### src/design/gapf_pkg.sv
`timescale 1ns / 1ps
package gapf_pkg;

   localparam int ROW_W = 3;
   localparam int COL_W = 4;
   localparam int MASK_W = 16;
   localparam int CSR_W = 4;
   localparam int CSR_IDX_W = 2;
   localparam int HEUR_INT_W = 5;

   localparam int DEF_GRID_ROWS = 7;
   localparam int DEF_GRID_COLS = 16;
   localparam int DEF_HEUR_FRAC_BITS = 16;

   localparam logic [ROW_W-1:0] RST_FROM_ROW = 3'd3;
   localparam logic [COL_W-1:0] RST_FROM_COL = 4'd15;
   localparam logic [ROW_W-1:0] RST_TO_ROW = 3'd3;
   localparam logic [COL_W-1:0] RST_TO_COL = 4'd0;

   localparam logic [CSR_IDX_W-1:0] CSR_FROM_ROW = 2'd0;
   localparam logic [CSR_IDX_W-1:0] CSR_FROM_COL = 2'd1;
   localparam logic [CSR_IDX_W-1:0] CSR_TO_ROW = 2'd2;
   localparam logic [CSR_IDX_W-1:0] CSR_TO_COL = 2'd3;

   localparam logic [1:0] DIR_UP = 2'd0;
   localparam logic [1:0] DIR_DOWN = 2'd1;
   localparam logic [1:0] DIR_LEFT = 2'd2;
   localparam logic [1:0] DIR_RIGHT = 2'd3;

   typedef struct packed {
      logic op;
      logic [ROW_W-1:0] cell_row;
      logic [COL_W-1:0] cell_col;
   } req_type;

   typedef struct packed {
      logic accepted;
      logic found;
      logic [ROW_W-1:0] row_index;
      logic [MASK_W-1:0] path_mask;
      logic last;
   } rsp_type;

   typedef enum logic [3:0] {
      DP_NONE,
      DP_TAKE,
      DP_BLOCK,
      DP_UNBLOCK,
      DP_INIT,
      DP_NB,
      DP_UPD,
      DP_SCAN,
      DP_POP,
      DP_TRACE_INIT,
      DP_TRACE_RD,
      DP_TRACE_STEP,
      DP_EMIT,
      DP_EMIT_REFUSE
   } dp_op_type;

   typedef struct packed {
      dp_op_type op;
      logic accepted;
      logic found;
   } dp_cmd_type;

   typedef struct packed {
      logic op_search;
      logic refuse;
      logic start_is_goal;
      logic nb_old;
      logic dir_last;
      logic scan_done;
      logic best_valid;
      logic best_is_goal;
      logic at_origin;
      logic row_last;
      logic rsp_busy;
   } dp_status_type;

   // round-to-nearest integer square root, elaboration use only
   function automatic longint unsigned round_sqrt(input longint unsigned n);
      longint unsigned rem;
      longint unsigned r;
      longint unsigned b;
      rem = n;
      r = 0;
      b = 64'h4000_0000_0000_0000;
      for (int i = 0; i < 32; i++) begin
         if (rem >= r + b) begin
            rem = rem - (r + b);
            r = (r >> 1) + b;
         end else begin
            r = r >> 1;
         end
         b = b >> 2;
      end
      return (rem > r) ? r + 1 : r;
   endfunction

   function automatic longint unsigned heur_value(input int dr, input int dc, input int frac);
      return round_sqrt(longint'(dr * dr + dc * dc) << (2 * frac));
   endfunction

endpackage

### src/design/gapf_ctrl.sv
`timescale 1ns / 1ps
module gapf_ctrl (
   input  logic                    clock,
   input  logic                    reset,
   input  logic                    req_valid,
   output logic                    req_stall,
   input  gapf_pkg::dp_status_type status,
   output gapf_pkg::dp_cmd_type    cmd
);

   typedef enum logic [3:0] {
      ST_IDLE,
      ST_CHECK,
      ST_REFUSE,
      ST_INIT,
      ST_NB,
      ST_UPD,
      ST_SCAN,
      ST_SCAN_WAIT,
      ST_FINISH,
      ST_TRACE_INIT,
      ST_TRACE_CHK,
      ST_TRACE_STEP,
      ST_EMIT
   } state_type;

   state_type state_ff, state_in;
   logic try_ff, try_in;
   logic found_ff, found_in;
   logic acc_ff, acc_in;
   gapf_pkg::dp_op_type op;

   always_comb begin
      state_in = state_ff;
      try_in = try_ff;
      found_in = found_ff;
      acc_in = acc_ff;
      op = gapf_pkg::DP_NONE;
      unique case (state_ff)
         ST_IDLE: begin
            if (req_valid) begin
               op = gapf_pkg::DP_TAKE;
               state_in = ST_CHECK;
            end
         end
         ST_CHECK: begin
            priority if (status.op_search) begin
               try_in = 1'b0;
               state_in = ST_INIT;
            end else if (status.refuse) begin
               state_in = ST_REFUSE;
            end else begin
               op = gapf_pkg::DP_BLOCK;
               try_in = 1'b1;
               state_in = ST_INIT;
            end
         end
         ST_REFUSE: begin
            if (!status.rsp_busy) begin
               op = gapf_pkg::DP_EMIT_REFUSE;
               state_in = ST_IDLE;
            end
         end
         ST_INIT: begin
            op = gapf_pkg::DP_INIT;
            if (status.start_is_goal) begin
               found_in = 1'b1;
               state_in = ST_FINISH;
            end else begin
               state_in = ST_NB;
            end
         end
         ST_NB: begin
            op = gapf_pkg::DP_NB;
            priority if (status.nb_old) begin
               state_in = ST_UPD;
            end else if (status.dir_last) begin
               state_in = ST_SCAN;
            end
         end
         ST_UPD: begin
            op = gapf_pkg::DP_UPD;
            state_in = status.dir_last ? ST_SCAN : ST_NB;
         end
         ST_SCAN: begin
            op = gapf_pkg::DP_SCAN;
            state_in = ST_SCAN_WAIT;
         end
         ST_SCAN_WAIT: begin
            if (status.scan_done) begin
               if (!status.best_valid) begin
                  found_in = 1'b0;
                  state_in = ST_FINISH;
               end else begin
                  op = gapf_pkg::DP_POP;
                  if (status.best_is_goal) begin
                     found_in = 1'b1;
                     state_in = ST_FINISH;
                  end else begin
                     state_in = ST_NB;
                  end
               end
            end
         end
         ST_FINISH: begin
            if (try_ff && !found_ff) begin
               op = gapf_pkg::DP_UNBLOCK;
               try_in = 1'b0;
               state_in = ST_INIT;
            end else begin
               acc_in = try_ff;
               state_in = ST_TRACE_INIT;
            end
         end
         ST_TRACE_INIT: begin
            op = gapf_pkg::DP_TRACE_INIT;
            state_in = found_ff ? ST_TRACE_CHK : ST_EMIT;
         end
         ST_TRACE_CHK: begin
            if (status.at_origin) begin
               state_in = ST_EMIT;
            end else begin
               op = gapf_pkg::DP_TRACE_RD;
               state_in = ST_TRACE_STEP;
            end
         end
         ST_TRACE_STEP: begin
            op = gapf_pkg::DP_TRACE_STEP;
            state_in = ST_TRACE_CHK;
         end
         ST_EMIT: begin
            if (!status.rsp_busy) begin
               op = gapf_pkg::DP_EMIT;
               if (status.row_last) begin
                  state_in = ST_IDLE;
               end
            end
         end
         default: state_in = ST_IDLE;
      endcase
   end

   always_ff @(posedge clock) begin
      if (reset) begin
         state_ff <= ST_IDLE;
         try_ff <= 1'b0;
         found_ff <= 1'b0;
         acc_ff <= 1'b0;
      end else begin
         state_ff <= state_in;
         try_ff <= try_in;
         found_ff <= found_in;
         acc_ff <= acc_in;
      end
   end

   assign cmd.op = op;
   assign cmd.accepted = acc_ff;
   assign cmd.found = found_ff;
   assign req_stall = (state_ff != ST_IDLE);

endmodule

### config.mk
export PLATFORM = sky130hd
export DESIGN_NAME = gapf_ctrl
export DESIGN_NICKNAME = d
export VERILOG_FILES = /design/src/design/gapf_pkg.sv /design/src/design/gapf_ctrl.sv
export SDC_FILE = /design/constraint.sdc
export NUM_CORES = 1
export LEC_CHECK = 0
export BUFFER_PORTS_ARGS = -buffer_cell sky130_fd_sc_hd__buf_2
export CAP_MARGIN = 30
export CORE_ASPECT_RATIO = 1.25
export CORE_UTILIZATION = 45
export DETAILED_ROUTE_END_ITERATION = 16
export PLACE_DENSITY_LB_ADDON = 0.12
export RECOVER_POWER = 100
export SYNTH_ARGS = -nofsm -noshare
export SYNTH_HDL_FRONTEND = slang
export SYNTH_SLANG_ARGS = --single-unit
### constraint.sdc
create_clock -name clock -period 1.7 [get_ports clock]
set_input_delay 0.34 -clock clock [delete_from_list [all_inputs] [get_ports clock]]
set_output_delay 0.34 -clock clock [all_outputs]
set_load 0.03 [all_outputs]
==> results of run 1 <==
-- flip-flops by register name, summed over array words and instances, names as in the netlist --
signal,cells
state_ff,4
acc_ff,1
found_ff,1
try_ff,1
-- metrics by stage --
step / instances / power, uW / utilization / area, sq um / hold WS [ps]
after floorplan: 108 / 448.6 / - / 770.7 / 402.4
after global placement: 152 / 574.4 / 0.5957 / 942.2 / 501.2
after detailed placement: 152 / 575.5 / 0.5957 / 942.2 / 511.6
after CTS: 164 / 799.9 / 0.7002 / 1107 / 301.7
after global routing: 167 / 875.8 / 0.7271 / 1150 / 309.1
final: 167 / 832.6 / 0.7271 / 1150 / 312.1
-- repair_timing --
action / in CTS / in global routing
buffers inserted: 8 / 3
gates resized for setup: 26 / 11
setup endpoints to repair: 5 / 7
hold buffers: 0 / 0
cloned: 0 / 0
pin swaps: 4 / 3
-- worst paths after layout --
kind	startpoint	to	slack, ps	cells past startpoint
worst max-delay path	state_ff[3]$_SDFFE_PP0P_	cmd[5]	-50	5
worst min-delay path	status[10]	try_ff$_SDFFE_PP0P_	310	2
worst max register to register	state_ff[1]$_SDFFE_PP0P_	state_ff[3]$_SDFFE_PP0P_	10	9
worst min register to register	acc_ff$_SDFFE_PP0P_	acc_ff$_SDFFE_PP0P_	510	2
-- metal layers --
layer,part of all wire,global-route usage
met5,0,0
met1,0.43,0.3398
met2,0.50,0.4600
met3,0.053,0.02791
met4,0.020,0.1241
-- worst max-delay path, stage by stage, from the launching register on --
cell and delay [ps]:
sky130_fd_sc_hd__dfxtp_4 360, sky130_fd_sc_hd__and2b_1 240, sky130_fd_sc_hd__and2_4 150, sky130_fd_sc_hd__nand3_1 110
sky130_fd_sc_hd__o311ai_2 80, sky130_fd_sc_hd__buf_4 200
-- power by group --
| part | switching [uW] | internal (uW) |
|---|---|---|
| registers | 23.9 | 179 |
| clock network | 68.1 | 90.0 |
| logic | 251 | 220 |
-- cells in the final DEF (no fill, tap or decap), types with 2 or more instances in the layout --
| cell | instances |
|---|---|
| sky130_fd_sc_hd__and2_4 | 2 |
| sky130_fd_sc_hd__a211oi_1 | 2 |
| sky130_fd_sc_hd__nor3_1 | 3 |
| sky130_fd_sc_hd__a21oi_2 | 2 |
| sky130_fd_sc_hd__nand2_1 | 7 |
| sky130_fd_sc_hd__o21ai_1 | 7 |
| sky130_fd_sc_hd__o21ai_0 | 3 |
| sky130_fd_sc_hd__clkbuf_1 | 3 |
| sky130_fd_sc_hd__a31oi_1 | 3 |
| sky130_fd_sc_hd__nand3_1 | 5 |
| sky130_fd_sc_hd__inv_1 | 5 |
| sky130_fd_sc_hd__dfxtp_4 | 3 |
| sky130_fd_sc_hd__buf_2 | 14 |
| sky130_fd_sc_hd__clkbuf_4 | 3 |
| sky130_fd_sc_hd__nor2_1 | 10 |
| sky130_fd_sc_hd__nor2b_4 | 2 |
| sky130_fd_sc_hd__nand2b_1 | 8 |
| sky130_fd_sc_hd__and3_1 | 2 |
| sky130_fd_sc_hd__buf_6 | 5 |
| sky130_fd_sc_hd__buf_4 | 23 |
| sky130_fd_sc_hd__dfxtp_1 | 3 |
| sky130_fd_sc_hd__a21oi_1 | 2 |
-- cell type report --
type,count,area share
tap,18,0.01959
inverter,6,0.02394
sequential,7,0.1328
clock buffer,4,0.02285
timing repair buffer,45,0.2709
multi-input combinational,87,0.5299
-- kinds of logic (layout without fill, tap and decap cells) --
| group | count (synthesis) | after routing | share of synthesized area |
|---|---|---|---|
| DFF | 7 | 7 | 0.1836 |
| buffers and inverters | 14 | 55 | 0.1033 |
| muxes | 1 | 1 | 0.01312 |
| and+or+nand+nor | 49 | 49 | 0.3475 |
| AOI/OAI and AO/OA | 37 | 37 | 0.3525 |
==> insert_results.sql, run 1 <==
INSERT INTO impl_metrics (metric_group, metric, value, unit) VALUES
('sta', 'min_period_over_period', '1.029', ''),
('placement', 'dp_hpwl', '1.718', 'mm'),
('job', 'drv_cap', '0', ''),
('synthesis', 'ys.flop_type', 'sky130_fd_sc_hd__dfxtp_1', ''),
('final_layout', 'seqCellArea', '152.6', 'sq um'),
('synthesis', 'async_reset_ff_frac', '0', ''),
('sta', 'rsz0062_at_grt', 'yes', ''),
('die', 'core', '0.001582', 'sq mm'),
('sta', 'setup-violations-final', '5', ''),
('synthesis', 'synthDistinctLibCells', '45', ''),
('setup_path', 'setup.worst_path.end_class', 'primary output', ''),
('grt', 'antenna_violations_before_repair', '0', ''),
('setup_path', 'setup_cp_type', 'reg2out', ''),
('route', 'drc_errors', '0', ''),
('final_layout', 'diodes', '0', ''),
('synthesis', 'synth_top_area_cell', 'sky130_fd_sc_hd__dfxtp_1', ''),
('die', 'num_rows', '16', ''),
('synthesis', 'netlist.area_leader.share', '0.1836', ''),
('grt', 'number_of_global_route_vias_before_repair', '755', ''),
('route', 'ant_nets', '0', ''),
('run_status', 'outcome', 'finished, violations left', ''),
('route', 'drt_via_density', '6.018', ''),
('synthesis', 'ys_warn_count', '0', ''),
('sta', 'max_freq', '571.9', 'MHz'),
('hold_path', 'timing.hold.worst.class', 'in2reg', ''),
('setup_path', 'worstSetupStartpointType', 'flip-flop', ''),
('synthesis', 'edff_count_synth', '0', ''),
('clock_tree', 'cts_num_sinks', '7', ''),
('final_layout', 'net_count_reported_at_finish', '164', ''),
('sta', 'max_slew_margin', '0.7630', ''),
('clock_tree', 'htreeDepth', '1', ''),
('route', 'dr.pass1.iters', '4', ''),
('route', 'vias', '1005', ''),
('synthesis', 'yosys-top-cells-area', 'sky130_fd_sc_hd__dfxtp_1 (18%), sky130_fd_sc_hd__nand2b_1 (6.6%), sky130_fd_sc_hd__nor2_1 (5.9%), sky130_fd_sc_hd__o21ai_0 (4.6%), sky130_fd_sc_hd__buf_4 (3.9%)', ''),
('route', 'wl_per_cell', '14.92', 'um'),
('route', 'dr.first_iter.drc_count', '35', ''),
('synthesis', 'synth_area', '763.2', 'sq um'),
('grt', 'grt_pass1_wl', '3.401', 'mm'),
('synthesis', 'ys_top_cells_by_count', 'sky130_fd_sc_hd__nor2_1 (12), sky130_fd_sc_hd__nand2b_1 (8), sky130_fd_sc_hd__dfxtp_1 (7), sky130_fd_sc_hd__nand2_1 (7), sky130_fd_sc_hd__o21ai_0 (7)', ''),
('power', 'leakagePower', '0.0004867', 'uW'),
('die', 'floorplan.die.width', '38.84', 'um'),
('sta', 'timing.setup.tns', '-111.8', 'ps'),
('synthesis', 'syn_inst', '108', ''),
('setup_path', 'crit_required', '1360', 'ps'),
('clock_tree', 'numCtsBuffers', '3', ''),
('power', 'max_ir_drop_vdd', '0.4741', 'mV'),
('synthesis', 'register_area_share_after_synthesis', '0.1836', ''),
('clock_tree', 'tritoncts_clock_tree', 'built', ''),
('sta', 'worstMarginPinSlew', '357.0', 'ps'),
('die', 'boundaryPins', '21', ''),
('final_layout', 'fillCellCount', '150', ''),
('placement', 'detailedPlace.worstSlack', '39.69', 'ps'),
('final_layout', 'layout_cell_share_with_drive_strength_beyond_1', '0.4564', ''),
('setup_path', 'worst_ep_arrival_time', '1410', 'ps'),
('synthesis', 'mappedNetlistNets', '122', ''),
('grt', 'overflow', '0', ''),
('final_layout', 'area_growth', '50.66', '%'),
('die', 'die_y', '48.05', 'um'),
('die', 'die-area', '0.001866', 'sq mm'),
('synthesis', 'synth-seq-cells', '7', ''),
('route', 'postRouteWirelength', '2.492', 'mm'),
('setup_path', 'path_max_fanout', '6', ''),
('sta', 'timing.final.max_slew_violations', '0', ''),
('clock_tree', 'clk-insertion-delay-late', '260', 'ps'),
('clock_tree', 'max-clock-path-buffers', '2', ''),
('power', 'pwr_density_cell', '724.1', 'mW/mm^2'),
('placement', 'gpl.final_weighted_congestion', '0.9608', ''),
('synthesis', 'synthMostInstantiatedCell', 'sky130_fd_sc_hd__nor2_1', ''),
('sta', 'finalClockSkew', '8.160', 'ps'),
('clock_tree', 'clockRootBuffer', 'sky130_fd_sc_hd__clkbuf_4', ''),
('placement', 'numPortBuffers', '20', ''),
('grt', 'grt_start_max_net_pins', '16', ''),
('run_status', 'violations', 'negative setup slack', ''),
('sta', 'layout_setup_ws', '-48.69', 'ps'),
('grt', 'grt.total_usage', '0.2704', ''),
('clock_tree', 'clk_pin_slew_worst_paths', '60', 'ps'),
('sta', 'finalWorstPathRequiredPeriod', '1749', 'ps'),
('synthesis', 'synth_area_per_cell', '7.067', 'sq um'),
('sta', 'finalHoldViolations', '0', ''),
('final_layout', 'multi_input_area', '609.3', 'sq um'),
('die', 'start_util', '0.4826', '');
(Power assumes the default switching activity.)
==> inputs of run 2 (changes only) <==
ABC_AREA = 1   (was unset)
CORE_ASPECT_RATIO = unset   (was 1.25)
CORE_MARGIN = 2   (was unset)
PLACE_DENSITY = 0.71   (was unset)
PLACE_DENSITY_LB_ADDON = unset   (was 0.12)
==> run 2 against run 1 <==
  * Largest cell class unchanged
  * The run still ends with negative setup slack left
  * Cell count rose by 6.6%
  * Largest power group unchanged
  * Global-route usage fell by 2.7 points
  * Power fell by 2.0%
  * Register-to-register slack improved by 250 ps
  * Sequential power rose by 8%
  * Critical endpoint is now cmd[4]
  * First-iteration DRC count fell by 14%
  * Clock power fell by 3%
  * Combinational power fell by 6.6%
  * Core utilization fell by 4.2 points
  * Synthesized cell count rose by 21%
  * Via count fell by 3.6%
==> insert_results.sql, run 2 <==
INSERT INTO impl_metrics (metric_group, metric, value, unit) VALUES
('synthesis', 'synthMostInstantiatedCell', 'sky130_fd_sc_hd__nand2_1', ''),
('final_layout', 'most_common_cell_after_layout_fill_and_taps_aside', 'sky130_fd_sc_hd__nand2_1', ''),
('synthesis', 'mappedNetlistNets', '145', ''),
('sta', 'max_slew_margin', '0.7622', ''),
('die', 'num_rows', '14', ''),
('synthesis', 'yosys-top-cells-area', 'sky130_fd_sc_hd__nand2_1 (20%), sky130_fd_sc_hd__dfxtp_1 (19%), sky130_fd_sc_hd__nand3_1 (13%), sky130_fd_sc_hd__inv_1 (7.3%), sky130_fd_sc_hd__nor2_1 (5.7%)', ''),
('final_layout', 'layout_common_cells', 'sky130_fd_sc_hd__nand2_1 (35), sky130_fd_sc_hd__nand3_1 (17), sky130_fd_sc_hd__buf_2 (15)', ''),
('placement', 'numPortBuffers', '20', ''),
('setup_path', 'worstSetupStartpointType', 'flip-flop', ''),
('grt', 'grt.total_usage', '0.2432', ''),
('power', 'clockPowerShare', '0.189', ''),
('die', 'die-area', '0.001935', 'sq mm'),
('placement', 'dp.cells', '170', ''),
('placement', 'detailedPlace.worstSlack', '-25.93', 'ps'),
('power', 'pwr_density_cell', '790.1', 'mW/mm^2'),
('sta', 'finalWorstPathRequiredPeriod', '1794', 'ps'),
('power', 'sw_frac_of_total', '0.4559', ''),
('final_layout', 'largest_register_ff_count', '4', ''),
('synthesis', 'synthDistinctLibCells', '24', ''),
('final_layout', 'instances_no_fill', '178', ''),
('grt', 'number_of_global_route_vias_before_repair', '880', ''),
('sta', 'setup-violations-final', '3', ''),
('synthesis', 'register_area_share_after_synthesis', '0.1948', ''),
('final_layout', 'area_growth', '43.48', '%'),
('synthesis', 'ys.flop_type', 'sky130_fd_sc_hd__dfxtp_1', ''),
('placement', 'dp_hpwl', '1.638', 'mm'),
('synthesis', 'synth_area_in_compound_gates', '0.1200', ''),
('synthesis', 'synth_area', '719.4', 'sq um'),
('synthesis', 'synth_adder_area_share', '0', ''),
('sta', 'whs', '354.3', 'ps'),
('clock_tree', 'max-clock-path-buffers', '2', ''),
('route', 'ant_nets', '0', ''),
('power', 'power.sequential.fraction', '0.270', ''),
('route', 'drt_via_density', '5.444', ''),
('sta', 'finalClockSkew', '3.671', 'ps'),
('setup_path', 'setup_cp_type', 'reg2out', ''),
('sta', 'layout_setup_ws', '-93.67', 'ps'),
('final_layout', 'diodes', '0', ''),
('die', 'die_y', '43.99', 'um'),
('setup_path', 'setup.worst_path.end_class', 'primary output', ''),
('synthesis', 'edff_count_synth', '0', ''),
('run_status', 'outcome', 'finished, violations left', ''),
('run_status', 'violations', 'negative setup slack', ''),
('route', 'dr.pass1.iters', '5', ''),
('job', 'drv_cap', '0', ''),
('synthesis', 'synth-simple-area-share', '0.5443', ''),
('power', 'p_total', '815.6', 'uW'),
('synthesis', 'synth-xor-area-share', '0', ''),
('sta', 'rsz0062_at_grt', 'yes', ''),
('synthesis', 'synth_top_area_cell', 'sky130_fd_sc_hd__nand2_1', ''),
('die', 'core', '0.001506', 'sq mm'),
('die', 'start_util', '0.4776', ''),
('clock_tree', 'clk_pin_slew_worst_paths', '50', 'ps'),
('grt', 'grt_pass1_wl', '3.408', 'mm'),
('power', 'p_switching', '371.8', 'uW'),
('sta', 'min_period_over_period', '1.055', ''),
('power', 'leakagePower', '0.0005258', 'uW'),
('route', 'postRouteWirelength', '2.184', 'mm'),
('synthesis', 'synth-seq-cells', '7', ''),
('final_layout', 'max_flop_register', 'state_ff', ''),
('power', 'max_ir_drop_vdd', '0.4659', 'mV'),
('power', 'power_frac_comb', '0.541', ''),
('route', 'vias', '969', ''),
('grt', 'grt_start_max_net_pins', '8', ''),
('grt', 'antenna_violations_before_repair', '0', ''),
('clock_tree', 'numCtsBuffers', '3', ''),
('hold_path', 'timing.hold.worst.class', 'in2reg', ''),
('synthesis', 'syn_inst', '131', ''),
('synthesis', 'synth_area_per_cell', '5.492', 'sq um'),
('placement', 'gpl.final_weighted_congestion', '0.9116', ''),
('grt', 'overflow', '0', ''),
('setup_path', 'worst_ep_arrival_time', '1450', 'ps'),
('power', 'p_int', '443.8', 'uW'),
('synthesis', 'combinational_family_with_the_most_area_after_synthesis', 'simple AND/OR/NAND/NOR gates', ''),
('clock_tree', 'htreeDepth', '1', ''),
('die', 'floorplan.die.width', '43.99', 'um'),
('final_layout', 'net_count_reported_at_finish', '177', ''),
('synthesis', 'ys_warn_count', '0', ''),
('die', 'boundaryPins', '21', ''),
('route', 'dr.first_iter.drc_count', '30', ''),
('sta', 'finalHoldViolations', '0', ''),
('route', 'drc_errors', '0', ''),
('clock_tree', 'clockRootBuffer', 'sky130_fd_sc_hd__clkbuf_4', ''),
('synthesis', 'ys_top_cells_by_count', 'sky130_fd_sc_hd__nand2_1 (39), sky130_fd_sc_hd__nand3_1 (18), sky130_fd_sc_hd__inv_1 (14)', ''),
('final_layout', 'layout_cell_share_with_drive_strength_beyond_1', '0.4259', ''),
('sta', 'max_freq', '557.5', 'MHz'),
('clock_tree', 'cts_num_sinks', '7', ''),
('clock_tree', 'tritoncts_clock_tree', 'built', ''),
('synthesis', 'async_reset_ff_frac', '0', ''),
('synthesis', 'netlist.area_leader.share', '0.2035', ''),
('setup_path', 'path_max_fanout', '6', ''),
('setup_path', 'crit_required', '1360', 'ps'),
('clock_tree', 'clk-insertion-delay-late', '260', 'ps'),
('final_layout', 'fillCellCount', '136', ''),
('sta', 'worstMarginPinSlew', '358.3', 'ps'),
('route', 'wl_per_cell', '12.27', 'um'),
('sta', 'timing.final.max_slew_violations', '0', ''),
('synthesis', 'multiplexer_share_of_the_synthesized_area', '0', '');
run 2: cell types whose count changed after synthesis, moves of 4 or more:
cell,delta
sky130_fd_sc_hd__inv_1,+9
sky130_fd_sc_hd__inv_2,+7
sky130_fd_sc_hd__nand2_1,+32
sky130_fd_sc_hd__nand2b_1,-8
sky130_fd_sc_hd__nand3_1,+13
sky130_fd_sc_hd__nor2_2,+4
sky130_fd_sc_hd__o21ai_0,-5
run 2: kinds of logic (layout without fill, tap and decap cells):
kind of cell    after synthesis  in the layout
simple gates                 84             84
compound gates               15             15
flops                         7              7
buf+inv                      25             56
run 2: power groups by stage:
stage / sequential, uW / combinational [uW] / clock, uW
2_1_floorplan: 208 / 254 / 0
3_3_place_gp: 213 / 368 / 0
3_5_place_dp: 215 / 370 / 0
4_1_cts: 215 / 406 / 161
5_1_grt: 222 / 476 / 176
6_report: 220 / 441 / 154
run 2: path summary, 6_finish.rpt:
check / from / to / slack, ps / cells after the start
min reg2reg: acc_ff$_SDFFE_PP0P_ / acc_ff$_SDFFE_PP0P_ / 460 / 2
min: reset / state_ff[0]$_SDFFE_PP0P_ / 350 / 2
max: state_ff[3]$_SDFFE_PP0P_ / cmd[4] / -90 / 5
max reg2reg: state_ff[0]$_SDFFE_PP0P_ / state_ff[3]$_SDFFE_PP0P_ / 260 / 8
run 2: layer usage:
metal,up-vias,routed length (um),GRT usage
met5,-,0,0
met4,0,64,0.1152
met3,16,149,0.09583
met2,47,1092,0.4265
met1,426,878,0.2500
li1,480,-,-
run 2: timing repair:
| item | CTS | global route |
|---|---|---|
| gates resized for setup | 22 | 16 |
| pin swaps | 2 | 2 |
| endpoints found under the setup margin | 4 | 4 |
| buffers inserted | 2 | 2 |
| hold buffers | 0 | 0 |
run 2: cell type report:
class / count / area (sq um) / share of cell area
multi-input combinational: 99 / 553.0 / 0.5358
timing repair buffer: 29 / 191.4 / 0.1855
sequential: 7 / 155.1 / 0.1503
inverter: 23 / 86.33 / 0.08364
clock buffer: 4 / 26.28 / 0.02545
tap: 16 / 20.02 / 0.01939
run 2: worst max-delay path: stages, from the launching register on:
cell	delay [ps]
sky130_fd_sc_hd__dfxtp_4	400
sky130_fd_sc_hd__nor2_4	70
sky130_fd_sc_hd__nand2_2	110
sky130_fd_sc_hd__o22ai_2	90
sky130_fd_sc_hd__or3_1	370
sky130_fd_sc_hd__buf_6	150
run 2: through the flow:
| step | utilization | area (sq um) | TNS, ps |
|---|---|---|---|
| finish | 0.6852 | 1032 | -160.2 |
| CTS | 0.6429 | 968.4 | -267.0 |
| detailed placement | 0.5748 | 865.8 | -25.93 |
| floorplan | - | 723.2 | 0 |
| global route | 0.6852 | 1032 | -401.7 |
| global placement | 0.5748 | 865.8 | -0.08415 |
==> inputs of run 3 (changes only) <==
ABC_AREA = 0   (was 1)
CORE_ASPECT_RATIO = 1.25   (was unset)
PLACE_DENSITY = 0.7   (was 0.71)
SLEW_MARGIN = 5   (was unset)
==> run 3 against run 2 <==
  * The run still ends with negative setup slack left
  * Highest routed layer unchanged
  * Clock-buffer cell count did not move
  * Clock power about the same
  * Routed wire length grew 13%
  * Largest cell class unchanged
  * Global-route usage grew 1.4 points
  * Setup slack improved by 8.7 ps
  * Sequential power fell by 7%
  * Sequential share of layout area shrank 1.5 points
  * Critical endpoint is now cmd[3]
==> insert_results.sql, run 3 (synthesis gave the netlist of run 1 again) <==
INSERT INTO impl_metrics (metric_group, metric, value, unit) VALUES
('sta', 'finalWorstPathRequiredPeriod', '1785', 'ps'),
('final_layout', 'max_flop_register', 'state_ff', ''),
('die', 'start_util', '0.4826', ''),
('die', 'boundaryPins', '21', ''),
('power', 'p_total', '812.5', 'uW'),
('power', 'max_ir_drop_vdd', '0.3893', 'mV'),
('final_layout', 'net_count_reported_at_finish', '162', ''),
('power', 'p_switching', '336.3', 'uW'),
('grt', 'global_route.peak_usage_layer', 'met2', ''),
('setup_path', 'critPathTopFamily', 'flip-flops', ''),
('final_layout', 'diodes', '0', ''),
('setup_path', 'crit_required', '1360', 'ps'),
('sta', 'finalClockSkew', '9.624', 'ps'),
('final_layout', 'largest_register_ff_count', '4', ''),
('route', 'postRouteWirelength', '2.457', 'mm'),
('final_layout', 'most_common_cell_after_layout_fill_and_taps_aside', 'sky130_fd_sc_hd__buf_4', ''),
('die', 'core', '0.001582', 'sq mm'),
('hold_path', 'timing.hold.worst_path_depth', '2', ''),
('grt', 'grt_pass1_wl', '3.732', 'mm'),
('sta', 'finalHoldViolations', '0', ''),
('final_layout', 'seqCellArea', '151.4', 'sq um'),
('power', 'power_frac_comb', '0.557', ''),
('placement', 'detailedPlace.worstSlack', '13.14', 'ps'),
('grt', 'antenna_violations_before_repair', '0', ''),
('sta', 'layout_setup_ws', '-85.02', 'ps'),
('run_status', 'outcome', 'finished, violations left', ''),
('sta', 'setup-violations-final', '5', ''),
('sta', 'worstMarginPinSlew', '361.4', 'ps'),
('placement', 'postPlaceCellArea', '949.7', 'sq um'),
('run_status', 'violations', 'negative setup slack', ''),
('final_layout', 'multi_input_area', '598.1', 'sq um'),
('clock_tree', 'clockRootBuffer', 'sky130_fd_sc_hd__clkbuf_4', ''),
('setup_path', 'worst-r2r-setup-slack', '50', 'ps'),
('route', 'dr.pass1.iters', '5', ''),
('clock_tree', 'tritoncts_clock_tree', 'built', ''),
('die', 'num_rows', '16', ''),
('hold_path', 'timing.hold.worst.class', 'in2reg', ''),
('sta', 'max_freq', '560.2', 'MHz'),
('setup_path', 'worstSetupStartpointType', 'flip-flop', ''),
('setup_path', 'setup_cp_type', 'reg2out', ''),
('die', 'floorplan.die.width', '40.84', 'um'),
('placement', 'numPortBuffers', '20', ''),
('setup_path', 'rr_endpoint', 'state_ff[0]$_SDFFE_PP0P_', ''),
('grt', 'grtUsageMet3', '0.01802', ''),
('setup_path', 'setup.worst_path.end_class', 'primary output', ''),
('sta', 'max_slew_margin', '0.7601', ''),
('final_layout', 'area_growth', '46.39', '%'),
('sta', 'timing.final.max_slew_violations', '0', ''),
('grt', 'overflow', '0', ''),
('power', 'leakagePower', '0.0004735', 'uW'),
('setup_path', 'r2r-start', 'state_ff[2]$_SDFFE_PP0P_', ''),
('grt', 'grt.total_usage', '0.2568', ''),
('power', 'clockPowerShare', '0.192', ''),
('setup_path', 'worst-path-buf-inv', '1', ''),
('sta', 'min_period_over_period', '1.050', ''),
('clock_tree', 'numCtsBuffers', '3', ''),
('clock_tree', 'htreeDepth', '1', ''),
('final_layout', 'fin_area', '0.001117', 'sq mm'),
('grt', 'number_of_global_route_vias_before_repair', '876', ''),
('setup_path', 'crit_path_cell_trace', 'nor2_1 > and3_4 > o31ai_4 > o21ai_1 > buf_4', ''),
('power', 'sw_frac_of_total', '0.4139', ''),
('grt', 'globalRouteMet2Util', '0.4141', ''),
('placement', 'gpl.final_weighted_congestion', '0.9431', ''),
('sta', 'whs', '303.1', 'ps'),
('route', 'drt_via_density', '5.867', ''),
('route', 'dr.first_iter.drc_count', '48', ''),
('route', 'wl_per_cell', '14.89', 'um'),
('job', 'drv_cap', '0', ''),
('grt', 'grt_start_max_net_pins', '15', ''),
('final_layout', 'fillCellCount', '138', ''),
('hold_path', 'holdCritStartpoint', 'status[10]', ''),
('power', 'p_int', '476.2', 'uW'),
('final_layout', 'layout_common_cells', 'sky130_fd_sc_hd__buf_4 (24), sky130_fd_sc_hd__buf_2 (14), sky130_fd_sc_hd__nor2_1 (11)', ''),
('setup_path', 'critical_path.max_stage_delay', '390', 'ps'),
('setup_path', 'critical-path-slowest-cell', 'sky130_fd_sc_hd__dfxtp_4', ''),
('route', 'drc_errors', '0', ''),
('setup_path', 'path_max_fanout', '8', ''),
('placement', 'dp_hpwl', '1.726', 'mm'),
('power', 'pwr_density_cell', '727.2', 'mW/mm^2'),
('route', 'ant_nets', '0', ''),
('clock_tree', 'post_cts_hold_buffer_count', '0', ''),
('clock_tree', 'clk_pin_slew_worst_paths', '60', 'ps'),
('final_layout', 'layout_cell_share_with_drive_strength_beyond_1', '0.4286', ''),
('clock_tree', 'max-clock-path-buffers', '2', ''),
('sta', 'timing.setup.tns', '-331.2', 'ps'),
('power', 'power.sequential.fraction', '0.251', ''),
('clock_tree', 'cts_num_sinks', '7', ''),
('sta', 'rsz0062_at_grt', 'yes', ''),
('setup_path', 'r2r.worst_path.cells', '8', ''),
('die', 'die-area', '0.002044', 'sq mm'),
('setup_path', 'worst_ep_arrival_time', '1450', 'ps'),
('hold_path', 'holdPathEnd', 'try_ff$_SDFFE_PP0P_', ''),
('die', 'die_y', '50.05', 'um'),
('route', 'vias', '968', ''),
('grt', 'global_route.usage.met1', '0.3224', ''),
('clock_tree', 'clk-insertion-delay-late', '260', 'ps');
-- run 3: cell count changes in the layout (fill, tap and decap cells not counted), sizes merged, moves of 5 or more --
cell    before  now
nand2b       0    8
nand2       42    7
nor2        17   12
o21ai        5   10
buf         28   41
nand3       18    5
inv         23    6
-- run 3: timing repair --
action,in CTS,in global routing
setup buffers,4,4
endpoints found under the hold margin,0,0
gates resized for setup,17,16
pin swaps,3,3
setup endpoints to repair,4,4
-- run 3: per-stage QoR --
stage | std cells | util
2_1_floorplan | 108 | -
4_1_cts | 161 | 0.6606
6_report | 165 | 0.7065
3_3_place_gp | 153 | 0.6005
3_5_place_dp | 153 | 0.6005
5_1_grt | 165 | 0.7065
-- run 3: worst register-to-register path: stages (launching register included) --
cell and delay [ps]:
sky130_fd_sc_hd__dfxtp_4 370, sky130_fd_sc_hd__buf_6 130, sky130_fd_sc_hd__nor2b_4 130, sky130_fd_sc_hd__mux2i_1 110, sky130_fd_sc_hd__buf_4 150, sky130_fd_sc_hd__buf_4 130, sky130_fd_sc_hd__o211ai_2 260, sky130_fd_sc_hd__a2bb2oi_1 210
sky130_fd_sc_hd__nor2_1 50
-- run 3: per-layer routing --
metal  routed length, um  vias to the layer above
met2                1291                       52
met3                 158                        4
met5                   0                        -
li1                    -                      472
met1                 982                      440
met4                  25                        0
-- run 3: layout make-up --
| cell class | instances | share of cell area |
|---|---|---|
| Tap cell | 18 | 0.02016 |
| Clock buffer | 4 | 0.02352 |
| Inverter | 6 | 0.02464 |
| Timing Repair Buffer | 43 | 0.2609 |
| Multi-Input combinational cell | 87 | 0.5353 |
| Sequential cell | 7 | 0.1355 |
-- run 3: worst max-delay path by stage --
stage / slack, ps / depth (start not counted) / from / to
global route: -130 / 5 / state_ff[2]$_SDFFE_PP0P_ / cmd[5]
finish: -90 / 5 / state_ff[1]$_SDFFE_PP0P_ / cmd[3]
floorplan: -150 / 4 / state_ff[2]$_SDFFE_PP0P_ / cmd[2]
global placement: 40 / 4 / state_ff[2]$_SDFFE_PP0P_ / cmd[5]
CTS: -80 / 5 / state_ff[1]$_SDFFE_PP0P_ / cmd[5]
detailed placement: 10 / 5 / state_ff[2]$_SDFFE_PP0P_ / cmd[5]
-- run 3: power by group through the flow --
| stage | clock (uW) | combinational, uW | sequential [uW] |
|---|---|---|---|
| floorplan | 0 | 254 | 195 |
| global route | 168 | 486 | 205 |
| global placement | 0 | 370 | 202 |
| finish | 156 | 452 | 204 |
| detailed placement | 0 | 372 | 204 |
| CTS | 160 | 406 | 202 |
